`src/rtl/assert_macros.svh`:
```
// ----------------------------------------------------------------------------
// assert_macros.svh
// Assertion helpers shared by the RTL; empty under synthesis.
// ----------------------------------------------------------------------------
`ifndef ASSERT_MACROS_SVH
`define ASSERT_MACROS_SVH
`ifndef SYNTHESIS
`define ASSERT_IMPLIES(lbl, clk, rst_n, ante, cons, msg) \
  lbl: assert property (@(posedge clk) disable iff (!rst_n) (ante) |-> cons) \
    else $error(msg);
`define ASSERT_ALWAYS(lbl, clk, rst_n, expr, msg) \
  lbl: assert property (@(posedge clk) disable iff (!rst_n) (expr)) \
    else $error(msg);
`else
`define ASSERT_IMPLIES(lbl, clk, rst_n, ante, cons, msg)
`define ASSERT_ALWAYS(lbl, clk, rst_n, expr, msg)
`endif
`endif

```
`src/rtl/nnsa_pkg.sv`:
```
// ----------------------------------------------------------------------------
// nnsa_pkg
// Widths, register indexes, pipeline types and helpers for the
// nearest-neighbor scale address generator.
// ----------------------------------------------------------------------------
package nnsa_pkg;

  localparam int DIM_W      = 13;
  localparam int COORD_W    = 12;
  localparam int INDEX_W    = 24;
  localparam int NUM_W      = 2 * COORD_W;
  localparam int CFG_IDX_W  = 3;
  localparam int DIV_STAGES = COORD_W;
  // input reg, product reg, divider stages, resolve, multiply, add
  localparam int PIPE_LAT   = DIV_STAGES + 5;

  localparam logic [DIM_W-1:0] MAX_DIM = DIM_W'(4096);
  localparam logic [DIM_W-1:0] DIM_ONE = DIM_W'(1);

  localparam logic [CFG_IDX_W-1:0] REG_SRC_WIDTH  = CFG_IDX_W'(0);
  localparam logic [CFG_IDX_W-1:0] REG_SRC_HEIGHT = CFG_IDX_W'(1);
  localparam logic [CFG_IDX_W-1:0] REG_DST_WIDTH  = CFG_IDX_W'(2);
  localparam logic [CFG_IDX_W-1:0] REG_DST_HEIGHT = CFG_IDX_W'(3);

  typedef enum logic [1:0] {
    MAP_ZERO,
    MAP_SAT,
    MAP_DIV
  } map_mode_t;

  // per-word side data that rides alongside the dividers
  typedef struct packed {
    map_mode_t          col_mode;
    map_mode_t          row_mode;
    logic [INDEX_W-1:0] dst_index;
  } side_t;

  function automatic logic [DIM_W-1:0] eff_dim(input logic [DIM_W-1:0] v);
    logic [DIM_W-1:0] d;
    d = v;
    if (v == '0) d = DIM_ONE;
    else if (v > MAX_DIM) d = MAX_DIM;
    return d;
  endfunction

  // dim of one has no divide; pos at or past the last column or row pins to the edge
  function automatic map_mode_t map_mode(input logic [COORD_W-1:0] pos,
                                         input logic [DIM_W-1:0]   dim,
                                         input logic [COORD_W-1:0] dim_m1);
    map_mode_t m;
    if (dim <= DIM_ONE) m = MAP_ZERO;
    else if (pos >= dim_m1) m = MAP_SAT;
    else m = MAP_DIV;
    return m;
  endfunction

  function automatic logic [COORD_W-1:0] resolve(input map_mode_t m,
                                                 input logic [COORD_W-1:0] quo,
                                                 input logic [COORD_W-1:0] edge_val);
    logic [COORD_W-1:0] r;
    case (m)
      MAP_ZERO: r = '0;
      MAP_SAT:  r = edge_val;
      MAP_DIV:  r = quo;
      default:  r = quo;
    endcase
    return r;
  endfunction

endpackage

```
`src/rtl/nnsa_div.sv`:
```
// ----------------------------------------------------------------------------
// nnsa_div
// Pipelined restoring divider, one quotient bit per stage. The caller
// guarantees the quotient fits COORD_W bits (upper numerator half < divisor).
// ----------------------------------------------------------------------------
module nnsa_div (
  input  logic                         clk,
  input  logic                         rst_n,
  input  logic                         in_valid,
  input  logic [nnsa_pkg::NUM_W-1:0]   in_num,
  input  logic [nnsa_pkg::COORD_W-1:0] in_divisor,
  output logic                         out_valid,
  output logic [nnsa_pkg::COORD_W-1:0] out_quo
);
  import nnsa_pkg::*;

  logic               vld_r [DIV_STAGES];
  logic [COORD_W-1:0] rem_r [DIV_STAGES];
  logic [COORD_W-1:0] low_r [DIV_STAGES];
  logic [COORD_W-1:0] quo_r [DIV_STAGES];

  for (genvar k = 0; k < DIV_STAGES; k++) begin : g_stage
    logic               vld_in;
    logic [COORD_W-1:0] rem_in;
    logic [COORD_W-1:0] low_in;
    logic [COORD_W-1:0] quo_in;
    logic [COORD_W:0]   trial;
    logic [COORD_W:0]   diff;
    logic               ge;

    if (k == 0) begin : g_first
      assign vld_in = in_valid;
      assign rem_in = in_num[NUM_W-1:COORD_W];
      assign low_in = in_num[COORD_W-1:0];
      assign quo_in = '0;
    end else begin : g_next
      assign vld_in = vld_r[k-1];
      assign rem_in = rem_r[k-1];
      assign low_in = low_r[k-1];
      assign quo_in = quo_r[k-1];
    end

    assign trial = {rem_in, low_in[COORD_W-1]};
    assign diff  = trial - {1'b0, in_divisor};
    assign ge    = (trial >= {1'b0, in_divisor});

    always_ff @(posedge clk) begin
      if (!rst_n) begin
        vld_r[k] <= 1'b0;
      end else begin
        vld_r[k] <= vld_in;
      end
    end

    always_ff @(posedge clk) begin
      rem_r[k] <= ge ? diff[COORD_W-1:0] : trial[COORD_W-1:0];
      low_r[k] <= {low_in[COORD_W-2:0], 1'b0};
      quo_r[k] <= {quo_in[COORD_W-2:0], ge};
    end
  end

  assign out_valid = vld_r[DIV_STAGES-1];
  assign out_quo   = quo_r[DIV_STAGES-1];

endmodule

```
`src/rtl/nearest_neighbor_scale_address_top.sv`:
```
// ----------------------------------------------------------------------------
// nearest_neighbor_scale_address_top
// Maps a destination pixel to its nearest source pixel and returns both
// coordinates plus the source and destination linear indexes.
// ----------------------------------------------------------------------------
//
//  channel   handshake              payload
//  input     start & !busy          in_dst_col, in_dst_row
//  result    out_strobe (1 cycle)   out_src_col, out_src_row,
//                                   out_src_index, out_dst_index
//  config    cfg_we                 cfg_index, cfg_wdata
//
//  One word is taken every cycle; busy stays low.
//  Pipeline: input reg, multiply, 12 divider stages (one quotient bit
//  each, set by the col/row dividers), resolve, multiply, add.
//  Synchronous active-low reset clears the valid chain and sets all
//  dimensions to 1. Results go out on a one-cycle strobe; the receiver
//  cannot stall, so nothing in the pipe ever waits.
//
`include "assert_macros.svh"

module nearest_neighbor_scale_address_top (
  input  logic                           clk,
  input  logic                           rst_n,
  input  logic                           start,
  output logic                           busy,
  input  logic [nnsa_pkg::COORD_W-1:0]   in_dst_col,
  input  logic [nnsa_pkg::COORD_W-1:0]   in_dst_row,
  output logic                           out_strobe,
  output logic [nnsa_pkg::COORD_W-1:0]   out_src_col,
  output logic [nnsa_pkg::COORD_W-1:0]   out_src_row,
  output logic [nnsa_pkg::INDEX_W-1:0]   out_src_index,
  output logic [nnsa_pkg::INDEX_W-1:0]   out_dst_index,
  input  logic                           cfg_we,
  input  logic [nnsa_pkg::CFG_IDX_W-1:0] cfg_index,
  input  logic [nnsa_pkg::DIM_W-1:0]     cfg_wdata
);
  import nnsa_pkg::*;

  // config, stored as effective dimensions
  logic [DIM_W-1:0]   src_w_r, src_h_r, dst_w_r, dst_h_r;
  logic [COORD_W-1:0] sw_m1, sh_m1, dw_m1, dh_m1;
  logic [2*DIM_W-1:0] dst_area;
  logic [INDEX_W-1:0] dst_last_nxt, dst_last_r;

  logic               accept;
  logic               v0_r, v1_r, v14_r, v15_r, out_strobe_r;
  logic [COORD_W-1:0] col0_r, row0_r, dcol1_r;
  logic [NUM_W-1:0]   ncol_r, nrow_r;
  logic [INDEX_W-1:0] dprod_r;
  map_mode_t          cmode1_r, rmode1_r;
  side_t              side_r [DIV_STAGES];
  logic [INDEX_W-1:0] dsum_nxt, dclamp_nxt;

  logic               div_col_v, div_row_v;
  logic [COORD_W-1:0] div_col_q, div_row_q;

  logic [COORD_W-1:0] sc14_r, sr14_r, sc15_r, sr15_r;
  logic [INDEX_W-1:0] di14_r, di15_r, sprod_r;
  logic [INDEX_W-1:0] sidx_nxt;
  logic [COORD_W-1:0] out_src_col_r, out_src_row_r;
  logic [INDEX_W-1:0] out_src_index_r, out_dst_index_r;

  assign busy   = 1'b0;
  assign accept = start && !busy;

  // -------------------------------------------------------------- config
  always_ff @(posedge clk) begin
    if (!rst_n) begin
      src_w_r <= DIM_ONE;
      src_h_r <= DIM_ONE;
      dst_w_r <= DIM_ONE;
      dst_h_r <= DIM_ONE;
    end else if (cfg_we) begin
      case (cfg_index)
        REG_SRC_WIDTH:  src_w_r <= eff_dim(cfg_wdata);
        REG_SRC_HEIGHT: src_h_r <= eff_dim(cfg_wdata);
        REG_DST_WIDTH:  dst_w_r <= eff_dim(cfg_wdata);
        REG_DST_HEIGHT: dst_h_r <= eff_dim(cfg_wdata);
        default: ;
      endcase
    end
  end

  assign sw_m1 = COORD_W'(src_w_r - DIM_ONE);
  assign sh_m1 = COORD_W'(src_h_r - DIM_ONE);
  assign dw_m1 = COORD_W'(dst_w_r - DIM_ONE);
  assign dh_m1 = COORD_W'(dst_h_r - DIM_ONE);

  // last destination pixel; read only at the side_r[0] clamp, behind the input
  // and product registers, so the lag of its register after a write never shows
  assign dst_area     = (2*DIM_W)'(dst_w_r) * (2*DIM_W)'(dst_h_r);
  assign dst_last_nxt = INDEX_W'(dst_area - (2*DIM_W)'(1));

  always_ff @(posedge clk) begin
    dst_last_r <= dst_last_nxt;
  end

  // -------------------------------------------------------------- valids
  always_ff @(posedge clk) begin
    if (!rst_n) begin
      v0_r         <= 1'b0;
      v1_r         <= 1'b0;
      v14_r        <= 1'b0;
      v15_r        <= 1'b0;
      out_strobe_r <= 1'b0;
    end else begin
      v0_r         <= accept;
      v1_r         <= v0_r;
      v14_r        <= div_col_v & div_row_v;
      v15_r        <= v14_r;
      out_strobe_r <= v15_r;
    end
  end

  // -------------------------------------------------------------- front
  always_ff @(posedge clk) begin
    col0_r   <= in_dst_col;
    row0_r   <= in_dst_row;
    ncol_r   <= NUM_W'(col0_r) * NUM_W'(sw_m1);
    nrow_r   <= NUM_W'(row0_r) * NUM_W'(sh_m1);
    dprod_r  <= INDEX_W'(row0_r) * INDEX_W'(dst_w_r);
    dcol1_r  <= col0_r;
    cmode1_r <= map_mode(col0_r, dst_w_r, dw_m1);
    rmode1_r <= map_mode(row0_r, dst_h_r, dh_m1);
  end

  assign dsum_nxt   = INDEX_W'(dcol1_r) + dprod_r;
  assign dclamp_nxt = (side_r[0].dst_index > dst_last_r) ? dst_last_r
                                                         : side_r[0].dst_index;

  // side data tracks the divider stages one for one
  always_ff @(posedge clk) begin
    side_r[0].col_mode  <= cmode1_r;
    side_r[0].row_mode  <= rmode1_r;
    side_r[0].dst_index <= dsum_nxt;
    side_r[1].col_mode  <= side_r[0].col_mode;
    side_r[1].row_mode  <= side_r[0].row_mode;
    side_r[1].dst_index <= dclamp_nxt;
    for (int k = 2; k < DIV_STAGES; k++) begin
      side_r[k] <= side_r[k-1];
    end
  end

  // -------------------------------------------------------------- divide
  nnsa_div u_div_col (
    .clk        (clk),
    .rst_n      (rst_n),
    .in_valid   (v1_r),
    .in_num     (ncol_r),
    .in_divisor (dw_m1),
    .out_valid  (div_col_v),
    .out_quo    (div_col_q)
  );

  nnsa_div u_div_row (
    .clk        (clk),
    .rst_n      (rst_n),
    .in_valid   (v1_r),
    .in_num     (nrow_r),
    .in_divisor (dh_m1),
    .out_valid  (div_row_v),
    .out_quo    (div_row_q)
  );

  // -------------------------------------------------------------- back
  // src coords never pass the last row/col, so the source index needs no clamp
  assign sidx_nxt = INDEX_W'(sc15_r) + sprod_r;

  always_ff @(posedge clk) begin
    sc14_r          <= resolve(side_r[DIV_STAGES-1].col_mode, div_col_q, sw_m1);
    sr14_r          <= resolve(side_r[DIV_STAGES-1].row_mode, div_row_q, sh_m1);
    di14_r          <= side_r[DIV_STAGES-1].dst_index;
    sc15_r          <= sc14_r;
    sr15_r          <= sr14_r;
    sprod_r         <= INDEX_W'(sr14_r) * INDEX_W'(src_w_r);
    di15_r          <= di14_r;
    out_src_col_r   <= sc15_r;
    out_src_row_r   <= sr15_r;
    out_src_index_r <= sidx_nxt;
    out_dst_index_r <= di15_r;
  end

  assign out_strobe    = out_strobe_r;
  assign out_src_col   = out_src_col_r;
  assign out_src_row   = out_src_row_r;
  assign out_src_index = out_src_index_r;
  assign out_dst_index = out_dst_index_r;

  // -------------------------------------------------------------- checks
  `ASSERT_IMPLIES(a_word_out, clk, rst_n, accept, ##PIPE_LAT out_strobe,
                  "accepted word did not come out at pipeline latency")
  `ASSERT_IMPLIES(a_no_phantom, clk, rst_n, out_strobe, $past(accept, PIPE_LAT),
                  "result strobe without a matching accepted word")
  `ASSERT_ALWAYS(a_div_sync, clk, rst_n, div_col_v == div_row_v,
                 "column and row dividers out of step")
  `ASSERT_IMPLIES(a_src_range, clk, rst_n, out_strobe,
                  (out_src_col <= sw_m1 && out_src_row <= sh_m1),
                  "source coordinate past image edge")
  `ASSERT_IMPLIES(a_dst_range, clk, rst_n, out_strobe, out_dst_index <= dst_last_r,
                  "destination index past last pixel")

endmodule

```
`config.mk`:
```
export PLATFORM = sky130hd
export DESIGN_NAME = nearest_neighbor_scale_address_top
export DESIGN_NICKNAME = d
export VERILOG_FILES = /design/src/rtl/nnsa_pkg.sv /design/src/rtl/nnsa_div.sv /design/src/rtl/nearest_neighbor_scale_address_top.sv
export VERILOG_INCLUDE_DIRS = /design/src /design/src/rtl
export SDC_FILE = /design/constraint.sdc
export NUM_CORES = 2
export LEC_CHECK = 0
export BUFFER_PORTS_ARGS = -buffer_cell sky130_fd_sc_hd__buf_2
export CAP_MARGIN = 20
export CORE_ASPECT_RATIO = 0.7
export CORE_MARGIN = 2
export CORE_UTILIZATION = 30
export DETAILED_ROUTE_END_ITERATION = 7
export GPL_ROUTABILITY_DRIVEN = 0
export PLACE_DENSITY_LB_ADDON = 0.08
export SYNTH_ARGS = -nofsm -noshare
export SYNTH_HDL_FRONTEND = slang
export SYNTH_SLANG_ARGS = --single-unit
```
`constraint.sdc`:
```
create_clock -name clk -period 6.05 [get_ports clk]
set_input_delay 0.605 -clock clk [delete_from_list [all_inputs] [get_ports clk]]
set_output_delay 0.605 -clock clk [all_outputs]
set_load 0.02 [all_outputs]
```
==> run summary <==
Final WL - 189000 um
Minimum clock period - 5.99 ns
Tot GR Track Use - 0.160
Post-Place Cells - 10100
Hold Path Class - in -> reg
Tcrit/Tclk final - 0.989
Required @ worst endpoint - 6.70 ns
Max Slew Vio Count - 0
Number of synthesized flops with an enable pin - 0
Placement Cell Area - 76100 um2
CP Capture Type - register
H-tree depth - 4
CTS Buf Count - 145
Port Buf Inserts - 116
Drt via density - 4.48
Final hold slack - 0.0681 ns
Proportion of layout cells with a drive suffix above 1 - 0.133
Power per Cell Area - 406 nW/um2
Layout area overhead - 16.5%
Async set or reset register ratio after synthesis - 0
Initial DRC count - 2399
Worst vdd ir - 0.000219 V
# IOs - 118
Most common cell after layout, fill and taps aside - dfxtp_1
Setup Skew - 0.0461 ns
CP Class - reg -> reg
Synthesized Nets - 8150
Critical path peak fanout - 6
Sequential fraction of the synthesis area - 0.368
WL/cell - 18.2 um
Row cnt - 148
Final hold violation count - 0
First-pass GRT wire length - 294000 um
Slew margin rel. - 0.275
Sink Count - 1288
Initial antenna violation count - 29
DRT Pass-1 Iters - 5
Die Area - 237000 um2
Yosys warns - 0
Final non-filler cell total - 10400
Clock buffer depth - 4
Status - complete, no violations
Number of global-route vias before repair - 48300
GR Overflow Total - 0
Mean Syn Cell Area - 10.2 um2
Dominant synthesized flop cell - dfxtp_1
Yosys reg bits - 1288
RSZ-0062 raised after global routing - true
Initial Utilization - 0.301
Cell area after layout - 81600 um2
Leak Pwr - 0.0369 uW
Syn Inst Count - 6850
Routed Antenna Nets - 0
Die Span Y - 408 um
Layout fillers - 23400
Layout Nets - 8529
Fmax - 167 MHz
Synthesized area - 70100 um2
Max Cap Violations - 0
Commonest cells after routing, fill and taps aside - dfxtp_1, inv_1, nand2_1
DP HPWL - 147000 um
Final setup violating endpoints - 0
CTS tree - done
Chip width - 582 um
Count of unique library cells instantiated by Yosys - 81
CTS root buf - clkbuf_16
Measured slew at the worst slew-check pin - 1.09 ns
Core Box Area - 232000 um2
Worst EP arrival - 6.63 ns
Largest net degree at the start of global routing - 71
Worst-skew pair later-pin latency - 0.80 ns
Vias - 46600
Worst-path clk slew - 0.06 ns
Type of origin of the critical path - register
Detailed-route DRC error count - 0
==> cell usage after synthesis (7+ instances only) <==
cell type  instances  area, um2
a2111o_1          14        158
a211oi_1          21        158
a21boi_0          59        443
a21boi_1           7       52.6
a21o_1           123        923
a21oi_1          279       1400
a22o_1            19        166
a22oi_1            7       52.6
a311o_1           10        100
a31oi_1           15       93.8
and2_1           249       1560
and3_1            34        213
buf_1              7       26.3
buf_2             21        105
clkbuf_1         168        631
dfxtp_1         1288      25800
fa_1             570      11400
ha_1             686       8580
inv_1            838       3150
mux2_2           196       2210
mux2_4             8        120
mux2i_1           22        220
nand2_1          725       2720
nand2b_1          86        538
nand3_1           44        220
nand4_1           54        338
nor2_1           221        830
nor2b_1          132        826
nor3_1            72        360
nor3b_1            7       52.6
nor4_1            18        113
nor4b_1            7       61.3
o211ai_1          14        105
o21a_1            51        383
o21ai_0          186        931
o21ai_1           13       65.1
o21bai_1          47        353
o22ai_1            8       50.1
o31ai_1           29        218
or3_1             17        106
xnor2_1          248       2170
xor2_1           125       1090
==> final cells by class <==
type	instances	area (um2)	area share
antenna	6	15.0	0.000184
clock buffer	180	3990	0.0489
clock inverter	68	711	0.00871
inverter	840	3150	0.0386
multi-input combinational	4520	40900	0.501
sequential	1288	25800	0.316
tap	3075	3850	0.0471
timing repair buffer	434	3170	0.0388
==> flip-flops by register name (all words and copies together) (netlist names), 66 cells and up <==
register,count
side_r,336
u_div_col.rem_r,132
u_div_row.rem_r,132
u_div_col.quo_r,78
u_div_row.quo_r,78
u_div_col.low_r,66
u_div_row.low_r,66
==> critical path, cell delays in order, from the launching register on <==
cell     delay (ns)
dfxtp_2        0.33
nor4_4         0.27
buf_4          0.16
nand2_2        0.05
or4_4          0.47
xnor2_4        0.17
buf_6          0.15
and2_4         0.15
fa_1           0.55
fa_1           0.44
fa_1           0.46
fa_1           0.50
inv_1          0.05
fa_1           0.52
inv_2          0.06
ha_4           0.21
nor2b_2        0.16
or4_4          0.49
nor2_4         0.12
nor3_2         0.06
or3_1          0.32
xor2_1         0.15
==> logic make-up (layout without fill, tap and decap cells) <==
| kind of cell | after synthesis | in the layout | share of synthesized area |
|---|---|---|---|
| flip-flops | 1288 | 1288 | 0.368 |
| AND/OR/NAND/NOR | 1693 | 1693 | 0.117 |
| buffers and inverters | 1042 | 1522 | 0.0567 |
| multiplexers | 226 | 226 | 0.0364 |
| AO/OA/AOI/OAI | 971 | 971 | 0.0904 |
| adder cells (fa/ha/maj) | 1256 | 1256 | 0.285 |
| XOR/XNOR | 373 | 373 | 0.0466 |
| other | 1 | 7 | 0.0000535 |
==> repair_timing <==
item	4_1_cts	5_1_grt
resized for setup	22	92
hold buffers	26	0
endpoints found under the setup margin	10	25
pin swaps	1	30
buffers inserted	3	5
hold endpoints to repair	25	0
==> metal layers <==
layer	part of all wire	GRT usage	up-vias	routed length (um)
met1	0.54	0.253	22400	102000
met2	0.38	0.219	852	72200
met3	0.052	0.0294	279	9900
met4	0.026	0.0413	6	5010
met5	0.00018	0	-	35
li1	-	-	23100	-
==> final timing paths <==
kind,startpoint,end,slack (ns),depth (start not counted)
worst max-delay path,src_w_r[2],ncol_r[20],0.06,21
worst min-delay path,in_dst_col[11],col0_r[11],0.07,1
worst max register to register,src_w_r[2],ncol_r[20],0.06,21
worst min register to register,u_div_col.low_r[2][5],u_div_col.low_r[3][6],0.30,0
==> power by group <==
group          internal (uW)  switching [uW]
clock                   5150            3670
sequential             10900            1170
combinational           5760            6470
==> stage by stage <==
stage	total power (uW)	setup slack, ns	util	setup TNS [ns]
after floorplan	21100	0.00591	-	0
after global placement	24500	-0.251	0.327	-1.06
after detailed placement	24400	-0.172	0.327	-0.575
after CTS	33600	0.00325	0.349	0
after global routing	35700	-0.214	0.351	-1.02
final	33200	0.0640	0.351	0
No activity file was read; power rests on OpenSTA's default activity.
